--- src/sv/gnmd_pkg.sv ---
// ----------------------------------------------------------------------------
// gnmd_pkg
// Shared types and constants of the grey neighbour contour block.
// ----------------------------------------------------------------------------
package gnmd_pkg;

    localparam int PIX_W       = 8;
    localparam int PIX_MAX     = 255;
    localparam int IMG_W_BITS  = 12;
    localparam int IMG_H_BITS  = 13;
    localparam int ROW_W       = 13;
    localparam int CFG_INDEX_W = 2;
    localparam int CFG_DATA_W  = 13;

    localparam logic [CFG_INDEX_W-1:0] REG_IMAGE_WIDTH  = CFG_INDEX_W'(0);
    localparam logic [CFG_INDEX_W-1:0] REG_IMAGE_HEIGHT = CFG_INDEX_W'(1);

    localparam int WIDTH_RESET  = 640;
    localparam int HEIGHT_RESET = 480;
    localparam int HEIGHT_MAX   = 4096;

    // grey = floor((30 R + 59 G + 11 B) / 100), division by reciprocal
    localparam int W_RED       = 30;
    localparam int W_GREEN     = 59;
    localparam int W_BLUE      = 11;
    localparam int SUM_W       = 15;
    localparam int RECIP       = 5243;
    localparam int RECIP_W     = 13;
    localparam int RECIP_SHIFT = 19;

    localparam int FIFO_DEPTH = 8;

    typedef logic [PIX_W-1:0] pix_t;
    typedef pix_t [2:0][2:0] win_t;

    typedef struct packed {
        logic have;
        logic eof;
        logic top;
        logic bottom;
        logic left;
        logic right;
    } pos_t;

    typedef struct packed {
        pix_t contour;
        logic eof;
    } res_t;

endpackage

--- src/sv/gnmd_out_fifo.sv ---
// ----------------------------------------------------------------------------
// gnmd_out_fifo
// Result queue with credit count over transactions still in the pipeline.
// ----------------------------------------------------------------------------
module gnmd_out_fifo (
    input  logic           clk,
    input  logic           rst_n,
    input  logic           accept,
    input  logic           push,
    input  logic           drop,
    input  gnmd_pkg::res_t push_data,
    input  logic           pop_ready,
    output logic           pop_valid,
    output gnmd_pkg::res_t pop_data,
    output logic           room
);

    import gnmd_pkg::*;

    localparam int PTR_W = $clog2(FIFO_DEPTH);
    localparam int CNT_W = $clog2(FIFO_DEPTH + 1);

    res_t             entries_reg [FIFO_DEPTH];
    logic [PTR_W-1:0] wr_ptr_reg, wr_ptr_next;
    logic [PTR_W-1:0] rd_ptr_reg, rd_ptr_next;
    logic [CNT_W-1:0] count_reg, count_next;
    logic [CNT_W-1:0] pend_reg, pend_next;
    logic             pop;

    assign pop_valid = (count_reg != '0);
    assign pop       = pop_valid && pop_ready;
    assign pop_data  = entries_reg[rd_ptr_reg];
    assign room      = (pend_reg < CNT_W'(FIFO_DEPTH));

    always_comb
    begin
        wr_ptr_next = wr_ptr_reg;
        rd_ptr_next = rd_ptr_reg;
        if (push)
            wr_ptr_next = (wr_ptr_reg == PTR_W'(FIFO_DEPTH - 1)) ? '0 : wr_ptr_reg + PTR_W'(1);
        if (pop)
            rd_ptr_next = (rd_ptr_reg == PTR_W'(FIFO_DEPTH - 1)) ? '0 : rd_ptr_reg + PTR_W'(1);
        count_next = count_reg + CNT_W'(push) - CNT_W'(pop);
        pend_next  = pend_reg + CNT_W'(accept) - CNT_W'(drop) - CNT_W'(pop);
    end

    always_ff @(posedge clk or negedge rst_n)
    begin
        if (!rst_n)
        begin
            wr_ptr_reg <= '0;
            rd_ptr_reg <= '0;
            count_reg  <= '0;
            pend_reg   <= '0;
        end
        else
        begin
            wr_ptr_reg <= wr_ptr_next;
            rd_ptr_reg <= rd_ptr_next;
            count_reg  <= count_next;
            pend_reg   <= pend_next;
        end
    end

    always_ff @(posedge clk)
    begin
        if (push)
        begin
            entries_reg[wr_ptr_reg] <= push_data;
        end
    end

endmodule

--- config.mk ---
export PLATFORM = sky130hd
export DESIGN_NAME = gnmd_out_fifo
export DESIGN_NICKNAME = d
export VERILOG_FILES = /design/src/sv/gnmd_pkg.sv /design/src/sv/gnmd_out_fifo.sv
export SDC_FILE = /design/constraint.sdc
export NUM_CORES = 1
export LEC_CHECK = 0
export BUFFER_PORTS_ARGS = -buffer_cell sky130_fd_sc_hd__buf_2
export CORE_ASPECT_RATIO = 0.6
export CORE_MARGIN = 4
export CORE_UTILIZATION = 59
export DETAILED_ROUTE_END_ITERATION = 12
export PLACE_DENSITY = 0.87
export SYNTH_ARGS = -nofsm -noshare
export SYNTH_HDL_FRONTEND = slang
export SYNTH_SLANG_ARGS = --single-unit
export TNS_END_PERCENT = 20
--- constraint.sdc ---
create_clock -name clk -period 3.2 [get_ports clk]
set_input_delay 0.48 -clock clk [delete_from_list [all_inputs] [get_ports clk]]
set_output_delay 0.48 -clock clk [all_outputs]
set_load 0.03 [all_outputs]
### Yosys cells after proc, flatten, opt, wreduce, memory -nomap -nowiden

Memories as Yosys holds them, arrays and structs flattened.
Cells that the tools add are included.

| storage, ports and cells | value |
|---|---|
| flip-flop bits (word level) | 14 |
| output and inout bits | 11 |
| memories | 1 |
| memory bits (writable) | 72 |
| input port bits | 15 |
| logic and storage cells | 21 |

Memory list:

| name | words | width | rd ports | clocked after Yosys merged registers in | wr ports | RTL line | source |
|---|---|---|---|---|---|---|---|
| entries_reg | 8 | 9 | 1 | 0 | 1 | gnmd_out_fifo.sv:23 | `res_t entries_reg [FIFO_DEPTH];` |

| operators by class | value |
|---|---|
| $lt $le $gt $ge | 1 |
| mux-type cells | 4 |
| reductions and logical operators | 2 |
| add/subtract/negate cells | 7 |
| equality and inequality tests | 2 |

Operators with widths:

| kind | count |
|---|---|
| subtractor 4 x 1 -> 4 bit | 3 |
| adder 4 x 1 -> 4 bit | 2 |
| adder 3 x 1 -> 3 bit, second input constant | 2 |
| equality test 3 bit, second input constant | 2 |
| two-way mux 3 bit | 2 |
| less-than comparator 4 bit, second input constant | 1 |
| nonzero test 4 bit | 1 |
| two-way mux 1 bit | 2 |
| logical AND 1 bit | 1 |

### Depth between registers and ports, before layout

Gate-level depths: netlist of run 1.

| logic depth | value |
|---|---|
| word-level depth | 3 |
| mapped depth | 12 |
| depth with buffers taken out | 12 |

### Least setup slack after synthesis of run 1

OpenSTA, ideal clock, no wires.

| timing | value |
|---|---|
| path kind | reg2reg |
| from | reg count_reg[2] |
| to | reg pend_reg[2] |
| data required time | 3.136 ns |
| buffers on the path | 0 |
| cell stages (with the launch flop) | 11 |
| arrival | 2.576 ns |
| setup slack | 0.560 ns |
| library setup time | 0.064 ns |
| period minus slack after synthesis | 2.640 ns |
| path through | dfrtp_1 inv_1 ha_1 or3b_2 nand2_1 fa_1 ha_1 ha_1 inv_1 fa_1 inv_1 |

| between the ends | value |
|---|---|
| cells in the longest elaborated chain, start to end | 3 |

Ends and longest elaborated chain:

| item | RTL line | source |
|---|---|---|
| start, declared | gnmd_out_fifo.sv:26 | `logic [CNT_W-1:0] count_reg, count_next;` |
| start signal, assigned | gnmd_out_fifo.sv:60 | `count_reg <= count_next;` |
| nonzero test 4 bit | gnmd_out_fifo.sv:30 | `assign pop_valid = (count_reg != '0);` |
| net pop_valid | gnmd_out_fifo.sv:13 | `output logic pop_valid,` |
| logical AND 1 bit | gnmd_out_fifo.sv:31 | `assign pop = pop_valid && pop_ready;` |
| subtractor 4 x 1 -> 4 bit | gnmd_out_fifo.sv:44 | `pend_next = pend_reg + CNT_W'(accept) - CNT_W'(drop) - CNT_W'(pop);` |
| net pend_next[2] | gnmd_out_fifo.sv:27 | `logic [CNT_W-1:0] pend_reg, pend_next;` |
| end signal, assigned | gnmd_out_fifo.sv:61 | `pend_reg <= pend_next;` |
| end, declared | gnmd_out_fifo.sv:27 |  |

The timed path passes the listed nets, and every way through them passes these cells.
A chain may end at the register's enable or synchronous reset.

### Final worst setup path of run 1

| timing | value |
|---|---|
| from | reg count_reg[2] |
| to | reg pend_reg[2] |

| between the ends | value |
|---|---|
| cells in the longest elaborated chain, start to end | 3 |

Ends and longest elaborated chain:

| item | RTL line |
|---|---|
| nonzero test 4 bit | gnmd_out_fifo.sv:30 |
| logical AND 1 bit | gnmd_out_fifo.sv:31 |
| subtractor 4 x 1 -> 4 bit | gnmd_out_fifo.sv:44 |
| net pend_next[2] | gnmd_out_fifo.sv:27 |

The timed path passes the listed nets, and every way through them passes these cells.

==> metrics.txt, run 1 <==
# TYPE chip_impl_metric gauge
chip_impl_metric{name="p_int",unit="mW"} 2.32
chip_impl_metric{name="final.fill_count",unit=""} 369
chip_impl_info{name="post-synth-top-area-cell",value="edfxtp_1"} 1
chip_impl_metric{name="clockPowerShare",unit="%"} 17.8
chip_impl_info{name="clock_tree_from_tritoncts",value="done"} 1
chip_impl_info{name="timing.critical_path.cells",value="inv_1 -> ha_1 -> or3b_2 -> nand2_1 -> fa_1 -> ha_1 -> ha_1 -> inv_1 -> fa_1 -> inv_1"} 1
chip_impl_metric{name="gr-usage-all-layers",unit="%"} 17.4
chip_impl_metric{name="dieArea",unit="um2"} 7430
chip_impl_info{name="most_numerous_cell_in_the_yosys_netlist",value="edfxtp_1"} 1
chip_impl_metric{name="post-dp-hpwl",unit="um"} 3640
chip_impl_metric{name="number_of_enable_type_register_cells_in_the_synthesized_netlist",unit=""} 72
chip_impl_metric{name="post-place-cells",unit=""} 284
chip_impl_metric{name="net-switching-power",unit="mW"} 1.18
chip_impl_metric{name="worst_r2r_path_depth",unit=""} 10
chip_impl_metric{name="combPwrFrac",unit="%"} 35.9
chip_impl_metric{name="path_buf_inv",unit=""} 3
chip_impl_metric{name="route.detailed.vias_per_inst",unit=""} 5.55
chip_impl_metric{name="clock_tree.buffer_depth",unit=""} 2
chip_impl_metric{name="grt.met2_usage",unit="%"} 25.8
chip_impl_metric{name="critPathArrivalTime",unit="ns"} 2.91
chip_impl_metric{name="clock.fmax",unit="MHz"} 381
chip_impl_info{name="startpoint_type",value="flip-flop"} 1
chip_impl_metric{name="cts-buffers-inserted",unit=""} 9
chip_impl_info{name="grt_most_used_layer",value="met2"} 1
chip_impl_metric{name="postCtsSetupRepairBufs",unit=""} 0
chip_impl_info{name="crit_start",value="count_reg[2]"} 1
chip_impl_metric{name="synthDominantCellAreaShare",unit="%"} 60.3
chip_impl_metric{name="postSynthRegisterBits",unit=""} 86
chip_impl_metric{name="io_buffers",unit=""} 25
chip_impl_metric{name="setup-violations-final",unit=""} 0
chip_impl_metric{name="cts_num_sinks",unit=""} 86
chip_impl_metric{name="die_w",unit="um"} 109
chip_impl_metric{name="antenna_violating_nets_post_route",unit=""} 0
chip_impl_metric{name="tns",unit="ns"} 0
chip_impl_metric{name="leakage",unit="nW"} 1.50
chip_impl_info{name="synth_ff_type",value="edfxtp_1"} 1
chip_impl_metric{name="routed_wire_length_per_instance",unit="um"} 18.5
chip_impl_metric{name="ir_drop",unit="mV"} 0.485
chip_impl_metric{name="fin_total_pwr",unit="mW"} 3.50
chip_impl_metric{name="floorplan.initialDensity",unit="%"} 62.6
chip_impl_info{name="cts-root-buf",value="clkbuf_8"} 1
chip_impl_info{name="synth_commonest_cells",value="edfxtp_1, inv_1, mux4_1"} 1
chip_impl_info{name="worstReg2RegStart",value="count_reg[2]"} 1
chip_impl_info{name="status",value="completed"} 1
chip_impl_metric{name="post_cts.resized_instances",unit=""} 0
chip_impl_metric{name="final_layout_size_suffix_gt1_share",unit="%"} 25.9
chip_impl_metric{name="r2r_setup_slack",unit="ns"} 0.58
chip_impl_metric{name="crit_required",unit="ns"} 3.49
chip_impl_metric{name="netSwitchingFraction",unit="%"} 33.6
chip_impl_metric{name="drv.max_cap_violation_count",unit=""} 0
chip_impl_info{name="worst-setup-path-type",value="reg2reg"} 1
chip_impl_metric{name="drc",unit=""} 0
chip_impl_metric{name="yosysUniqueCellTypes",unit=""} 22
chip_impl_info{name="cp_top_family",value="adder cells"} 1
chip_impl_info{name="crit_end_element",value="flip-flop"} 1
chip_impl_metric{name="syn-instance-count",unit=""} 180
chip_impl_metric{name="grt_overflow_total",unit=""} 0
chip_impl_metric{name="clk_transition_reported_paths",unit="ns"} 0.08
chip_impl_metric{name="worstSetupPathDepth",unit=""} 10
chip_impl_metric{name="maxSlewViolCount",unit=""} 0
chip_impl_metric{name="critical_path.max_stage_delay",unit="ns"} 0.45
chip_impl_metric{name="timing.slew.headroom",unit="%"} 34.8
chip_impl_metric{name="global_route.usage.met3",unit="%"} 5.56
chip_impl_metric{name="finalNetCount",unit=""} 245
chip_impl_metric{name="dr_total_vias",unit=""} 1665
chip_impl_metric{name="core",unit="um2"} 5730
chip_impl_metric{name="antenna_cells_inserted",unit=""} 0
chip_impl_metric{name="post_synthesis_sequential_area_ratio",unit="%"} 70.1
chip_impl_metric{name="gp_congestion",unit=""} 0.729
chip_impl_metric{name="first_pass_grt_wire_length",unit="um"} 8890
chip_impl_metric{name="finish.cell_count_without_fillers",unit=""} 300
chip_impl_metric{name="grt_max_degree",unit=""} 22
chip_impl_metric{name="cts-hold-fix-buffers",unit=""} 0
chip_impl_info{name="hold_class",value="in2async"} 1
chip_impl_metric{name="synth_nets",unit=""} 210
chip_impl_metric{name="drt_iter0_markers",unit=""} 99
chip_impl_info{name="biggest_area_contributors_in_the_synthesized_netlist",value="edfxtp_1, mux4_1, dfrtp_1, mux2_2, ha_1"} 1
chip_impl_metric{name="drt_pass1_iterations",unit=""} 4
chip_impl_metric{name="fp.dieH",unit="um"} 68.4
chip_impl_metric{name="number_of_h_tree_levels",unit=""} 3
chip_impl_metric{name="source_to_sink_clock_delay_at_the_later_pin_of_the_worst_skew_pair",unit="ns"} 0.34
chip_impl_info{name="rsz_0062_raised_after_global_routing",value="no"} 1
chip_impl_metric{name="layout_worst_path_cycle_share",unit="%"} 81.9
chip_impl_metric{name="synthesis.yosys.warnings",unit=""} 0
chip_impl_metric{name="pin_count",unit=""} 26
chip_impl_metric{name="synthArstFlopShare",unit="%"} 16.3
chip_impl_metric{name="largest_register_ffs",unit=""} 72
chip_impl_metric{name="clock_skew",unit="ns"} 0.00683
chip_impl_metric{name="antenna_found_initial",unit=""} 0
chip_impl_metric{name="critPathMaxFanout",unit=""} 5
chip_impl_info{name="r2r-end",value="pend_reg[2]"} 1
chip_impl_metric{name="tightest_slew",unit="ns"} 0.975
chip_impl_metric{name="p_per_area",unit="nW/um2"} 882
chip_impl_metric{name="routed_wirelength",unit="um"} 5540
chip_impl_metric{name="seq_power_share",unit="%"} 46.2
chip_impl_metric{name="area_delta_synth_final",unit="%"} 10.5
chip_impl_metric{name="synth.avg_cell_area",unit="um2"} 19.9
chip_impl_metric{name="timing.final.hold_violations",unit=""} 0
chip_impl_metric{name="period_needed",unit="ns"} 2.62
chip_impl_info{name="crit_slowest_cell",value="or3b_2"} 1
chip_impl_metric{name="use_met1",unit="%"} 24.0
chip_impl_metric{name="synth_area",unit="um2"} 3590
chip_impl_metric{name="row_count",unit=""} 21
chip_impl_metric{name="number_of_global_route_vias_before_repair",unit=""} 1729
==> how the worst max path moves through the flow <==
stage                              to  slack [ns]
final                     pend_reg[2]        0.58
after global routing      pend_reg[3]        0.41
after CTS                 pend_reg[2]        0.54
after detailed placement  pend_reg[2]        0.57
after global placement    pend_reg[2]        0.65
after floorplan           pend_reg[2]        0.56
==> power by group through the flow <==
stage	logic, mW	clock network [mW]	registers, mW
6_report	1.26	0.623	1.62
5_1_grt	1.39	0.696	1.65
4_1_cts	1.28	0.640	1.62
3_5_place_dp	1.27	0	1.65
3_3_place_gp	1.24	0	1.63
2_1_floorplan	1.06	0	1.55
==> metrics by stage <==
step	area (um2)	worst slack [ns]	hold WS (ns)	util, %
final	3960	0.578	0.0130	69.2
after detailed placement	3800	0.568	0.391	66.4
after global placement	3800	0.652	0.399	66.4
after floorplan	3590	0.560	0.184	-
after global routing	3960	0.405	0.0149	69.2
after CTS	3960	0.540	0.00203	69.2
==> placed cells by master, fill, tap and decap left out <==
cell type	count
a21o_1	1
a21oi_1	1
buf_2	25
buf_4	4
clkbuf_1	3
clkbuf_8	9
clkinv_1	1
clkinv_2	1
clkinvlp_4	2
dfrtp_1	14
edfxtp_1	72
fa_1	3
ha_1	12
inv_1	17
mux2_2	14
mux4_1	17
mux4_2	1
nand2_1	4
nand2b_1	2
nand3b_1	1
nor2_1	8
nor3_1	2
o21ai_0	1
or3b_2	1
xnor2_1	3
xor2_1	1
==> logic make-up after synthesis <==
logic type	Yosys count	synth area share (%)
flops	86	70.1
mux	32	17.5
buf+inv	22	2.79
simple gates	18	2.34
fa+ha+maj	15	5.86
xor+xnor	4	0.977
compound gates	3	0.488
==> worst reg2reg max path, cell delays in order, from the launching register on <==
cell and delay, ns:
dfrtp_1 0.37, inv_1 0.07, ha_1 0.14, or3b_2 0.45, nand2_1 0.20, fa_1 0.45, ha_1 0.19, ha_1 0.17
inv_1 0.06, fa_1 0.40, inv_1 0.06
==> per-layer routing <==
layer / part of all wire (%) / vias up
li1: - / 772
met1: 45 / 816
met2: 46 / 68
met3: 7.8 / 9
met4: 1.2 / 0
met5: 0 / -
==> final cells by class <==
| class | count | area (um2) | area share (%) |
|---|---|---|---|
| clock inverter | 4 | 23.8 | 0.600 |
| multi-input combinational | 72 | 973 | 24.6 |
| sequential | 86 | 2510 | 63.4 |
| tap | 80 | 100 | 2.53 |
| inverter | 17 | 63.8 | 1.61 |
| timing repair buffer | 29 | 155 | 3.91 |
| clock buffer | 12 | 135 | 3.41 |
Note: power is estimated with default switching activity, not from simulation.
==> run 2: changes to the inputs <==
--- a/config.mk
+++ b/config.mk
@@ -5,12 +5,13 @@
 export SDC_FILE = /design/constraint.sdc
 export NUM_CORES = 1
 export LEC_CHECK = 0
+export ABC_AREA = 1
 export BUFFER_PORTS_ARGS = -buffer_cell sky130_fd_sc_hd__buf_2
 export CORE_ASPECT_RATIO = 0.6
 export CORE_MARGIN = 4
-export CORE_UTILIZATION = 59
+export CORE_UTILIZATION = 54
 export DETAILED_ROUTE_END_ITERATION = 12
-export PLACE_DENSITY = 0.87
+export PLACE_DENSITY = 0.84
 export SYNTH_ARGS = -nofsm -noshare
 export SYNTH_HDL_FRONTEND = slang
 export SYNTH_SLANG_ARGS = --single-unit
==> constraint.sdc (replaced) <==
create_clock -name clk -period 2.39 [get_ports clk]
set_input_delay 0.3585 -clock clk [delete_from_list [all_inputs] [get_ports clk]]
set_output_delay 0.3585 -clock clk [all_outputs]
set_load 0.03 [all_outputs]
==> run 2 against run 1 <==
  * First-iteration DRC count rose to 3.2 times the previous value
  * Area after synthesis rose by 12%
  * Highest routed layer unchanged
  * Clock power up 100%
  * Largest power group is now combinational cells
  * Fmax rose by 16%
  * Global-route usage increased by 1.7 points
  * Critical endpoint is now pend_reg[3]
  * Die area is 21% higher
  * Power is 58% higher
==> metrics.txt, run 2 <==
# TYPE chip_impl_metric gauge
chip_impl_metric{name="synth_simple_gate_area_share",unit="%"} 18.6
chip_impl_info{name="mostFrequentLayoutCells",value="nand2_1, inv_1, edfxtp_1, nand3_1, buf_2"} 1
chip_impl_metric{name="number_of_enable_type_register_cells_in_the_synthesized_netlist",unit=""} 72
chip_impl_metric{name="clock_tree.buffer_depth",unit=""} 2
chip_impl_metric{name="synthesis.yosys.warnings",unit=""} 0
chip_impl_metric{name="tightest_slew",unit="ns"} 0.654
chip_impl_metric{name="largest_register_ffs",unit=""} 72
chip_impl_metric{name="postCtsSetupRepairBufs",unit=""} 0
chip_impl_metric{name="p_per_area",unit="nW/um2"} 1210
chip_impl_metric{name="die_w",unit="um"} 120
chip_impl_metric{name="synth_area",unit="um2"} 4030
chip_impl_info{name="largest_family_of_logic_cells_by_synthesized_area",value="simple AND/OR/NAND/NOR gates"} 1
chip_impl_metric{name="critPathMaxFanout",unit=""} 2
chip_impl_metric{name="number_of_global_route_vias_before_repair",unit=""} 2600
chip_impl_metric{name="gp_congestion",unit=""} 0.815
chip_impl_metric{name="post-route-util",unit="%"} 62.5
chip_impl_metric{name="dieArea",unit="um2"} 8950
chip_impl_metric{name="timing.slew.headroom",unit="%"} 56.3
chip_impl_info{name="final_common_cell",value="nand2_1"} 1
chip_impl_info{name="post-synth-top-area-cell",value="edfxtp_1"} 1
chip_impl_metric{name="leakage",unit="nW"} 2.17
chip_impl_metric{name="synthDominantCellAreaShare",unit="%"} 53.6
chip_impl_metric{name="critPathArrivalTime",unit="ns"} 2.48
chip_impl_metric{name="post-dp-hpwl",unit="um"} 5220
chip_impl_metric{name="clock_skew",unit="ns"} 0.00534
chip_impl_metric{name="yosysUniqueCellTypes",unit=""} 21
chip_impl_metric{name="post_synthesis_sequential_area_ratio",unit="%"} 62.3
chip_impl_info{name="hold_class",value="in2reg"} 1
chip_impl_metric{name="synth.mux.area_fraction",unit="%"} 0
chip_impl_metric{name="route.detailed.vias_per_inst",unit=""} 4.90
chip_impl_info{name="startpoint_type",value="flip-flop"} 1
chip_impl_metric{name="number_of_h_tree_levels",unit=""} 3
chip_impl_metric{name="source_to_sink_clock_delay_at_the_later_pin_of_the_worst_skew_pair",unit="ns"} 0.34
chip_impl_metric{name="post_placement_cell_area",unit="um2"} 4240
chip_impl_metric{name="area_delta_synth_final",unit="%"} 12.7
chip_impl_info{name="cts-root-buf",value="clkbuf_16"} 1
chip_impl_info{name="crit_end_element",value="flip-flop"} 1
chip_impl_metric{name="maxSlewViolCount",unit=""} 0
chip_impl_metric{name="clock.fmax",unit="MHz"} 444
chip_impl_metric{name="synth.avg_cell_area",unit="um2"} 10.2
chip_impl_metric{name="synth_nets",unit=""} 427
chip_impl_metric{name="floorplan.initialDensity",unit="%"} 55.5
chip_impl_metric{name="synth_adder_area_share",unit="%"} 5.22
chip_impl_metric{name="row_count",unit=""} 24
chip_impl_metric{name="pin_count",unit=""} 26
chip_impl_metric{name="crit_required",unit="ns"} 2.61
chip_impl_metric{name="final_layout_size_suffix_gt1_share",unit="%"} 15.0
chip_impl_metric{name="antenna_violating_nets_post_route",unit=""} 0
chip_impl_info{name="status",value="completed"} 1
chip_impl_metric{name="core",unit="um2"} 7270
chip_impl_metric{name="fp.dieH",unit="um"} 74.9
chip_impl_metric{name="finalNetCount",unit=""} 464
chip_impl_metric{name="cts_num_sinks",unit=""} 86
chip_impl_metric{name="timing.final.hold_violations",unit=""} 0
chip_impl_metric{name="routed_wirelength",unit="um"} 7700
chip_impl_metric{name="cts-buffers-inserted",unit=""} 9
chip_impl_metric{name="postSynthRegisterBits",unit=""} 86
chip_impl_metric{name="antenna_cells_inserted",unit=""} 0
chip_impl_metric{name="grt_overflow_total",unit=""} 0
chip_impl_metric{name="drt_pass1_iterations",unit=""} 5
chip_impl_info{name="worst-setup-path-type",value="reg2reg"} 1
chip_impl_metric{name="layout_worst_path_cycle_share",unit="%"} 94.3
chip_impl_metric{name="setup-violations-final",unit=""} 0
chip_impl_metric{name="gr-usage-all-layers",unit="%"} 19.1
chip_impl_info{name="clock_tree_from_tritoncts",value="done"} 1
chip_impl_metric{name="routed_wire_length_per_instance",unit="um"} 14.2
chip_impl_metric{name="first_pass_grt_wire_length",unit="um"} 12700
chip_impl_metric{name="period_needed",unit="ns"} 2.25
chip_impl_metric{name="drt_iter0_markers",unit=""} 314
chip_impl_metric{name="antenna_found_initial",unit=""} 0
chip_impl_metric{name="ir_drop",unit="mV"} 0.662
chip_impl_metric{name="grt_max_degree",unit=""} 39
chip_impl_metric{name="synth_xor_xnor_area_share",unit="%"} 0.869
chip_impl_metric{name="stdcell_area",unit="um2"} 4540
chip_impl_metric{name="fin_total_pwr",unit="mW"} 5.52
chip_impl_metric{name="io_buffers",unit=""} 25
chip_impl_metric{name="clk_transition_reported_paths",unit="ns"} 0.06
chip_impl_info{name="synth_ff_type",value="edfxtp_1"} 1
chip_impl_metric{name="synth_compound_gate_area_share",unit="%"} 0.869
chip_impl_info{name="biggest_area_contributors_in_the_synthesized_netlist",value="edfxtp_1, nand2_1, dfrtp_1, inv_1, nand3_1"} 1
chip_impl_info{name="synth_commonest_cells",value="nand2_1, inv_1, edfxtp_1"} 1
chip_impl_metric{name="holdWs",unit="ns"} 0.283
chip_impl_metric{name="syn-instance-count",unit=""} 397
chip_impl_metric{name="drv.max_cap_violation_count",unit=""} 0
chip_impl_metric{name="dr_total_vias",unit=""} 2663
chip_impl_info{name="most_numerous_cell_in_the_yosys_netlist",value="nand2_1"} 1
chip_impl_metric{name="drc",unit=""} 0
chip_impl_metric{name="synthArstFlopShare",unit="%"} 16.3
## run 2: changes by cell type in the layout (fill, tap and decap cells not counted), moves of 3 or more
cell	previous run	this run
buf_4	4	11
clkbuf_1	3	0
clkbuf_16	0	9
clkbuf_8	9	0
clkinvlp_4	2	5
inv_1	17	92
mux2_2	14	0
mux4_1	17	0
nand2_1	4	127
nand3_1	0	33
nand3_2	0	7
o21ai_0	1	6
## run 2: worst max-delay path, cell delays in order, from the launching register on
cell and delay [ns]:
dfrtp_1 0.35, inv_2 0.05, ha_2 0.18, nand3_2 0.08, nand2_2 0.06, fa_2 0.32, inv_1 0.06, ha_1 0.22
inv_1 0.06, ha_1 0.13, inv_1 0.05, fa_1 0.41, xnor2_1 0.15
## run 2: cell families after synthesis
kind of cell | count (synthesis)
flip-flops | 86
buffers and inverters | 107
adder cells (fa/ha/maj) | 15
XOR/XNOR | 4
AND/OR/NAND/NOR | 178
AO/OA/AOI/OAI | 7
## run 2: where the power goes
part	total, mW	internal [mW]	switching [mW]	leakage, nW
clock	1.27	0.702	0.565	0.120
combinational	2.22	0.706	1.51	1.23
sequential	2.03	1.90	0.133	0.821
total	5.52	3.31	2.21	2.17
## run 2: final timing paths
check                                   from           endpoint  slack [ns]  cells after the start
worst max-delay path            count_reg[2]        pend_reg[3]        0.14                     12
worst min-delay path            push_data[3]  entries_reg[6][3]        0.28                      1
worst max register to register  count_reg[2]        pend_reg[3]        0.14                     12
worst min register to register   pend_reg[0]        pend_reg[0]        0.50                      1
max in group asynchronous              rst_n        pend_reg[2]        1.70                      2
min in group asynchronous              rst_n       count_reg[3]        0.44                      2
## run 2: area by class of cell
class	count	area, um2
Tap cell	104	130
Sequential cell	86	2510
Timing Repair Buffer	37	218
Clock buffer	9	225
Fill cell	591	2720
Inverter	96	363
Multi-Input combinational cell	204	1040
Clock inverter	7	51.3
## run 2: stage by stage
| step | TNS, ns | instances | setup slack (ns) |
|---|---|---|---|
| 2_1_floorplan | 0 | 397 | 0.00931 |
| 3_3_place_gp | 0 | 526 | 0.189 |
| 3_5_place_dp | 0 | 526 | 0.0425 |
| 4_1_cts | 0 | 543 | 0.0462 |
| 5_1_grt | -0.0205 | 543 | -0.0181 |
| 6_report | 0 | 543 | 0.136 |
## run 2: timing repair
action                     in CTS  in global routing
hold buffers                    1                  0
setup endpoints to repair       0                  2
hold endpoints to repair       14                  0
resized for setup               0                  5
## run 2: routing by layer
metal | wire (um) | track usage [%] | vias to the layer above
li1 | - | - | 1298
met1 | 3360 | 25.1 | 1241
met3 | 660 | 6.68 | 14
met5 | 0 | 0 | -
met2 | 3560 | 30.6 | 110
met4 | 127 | 5.84 | 0
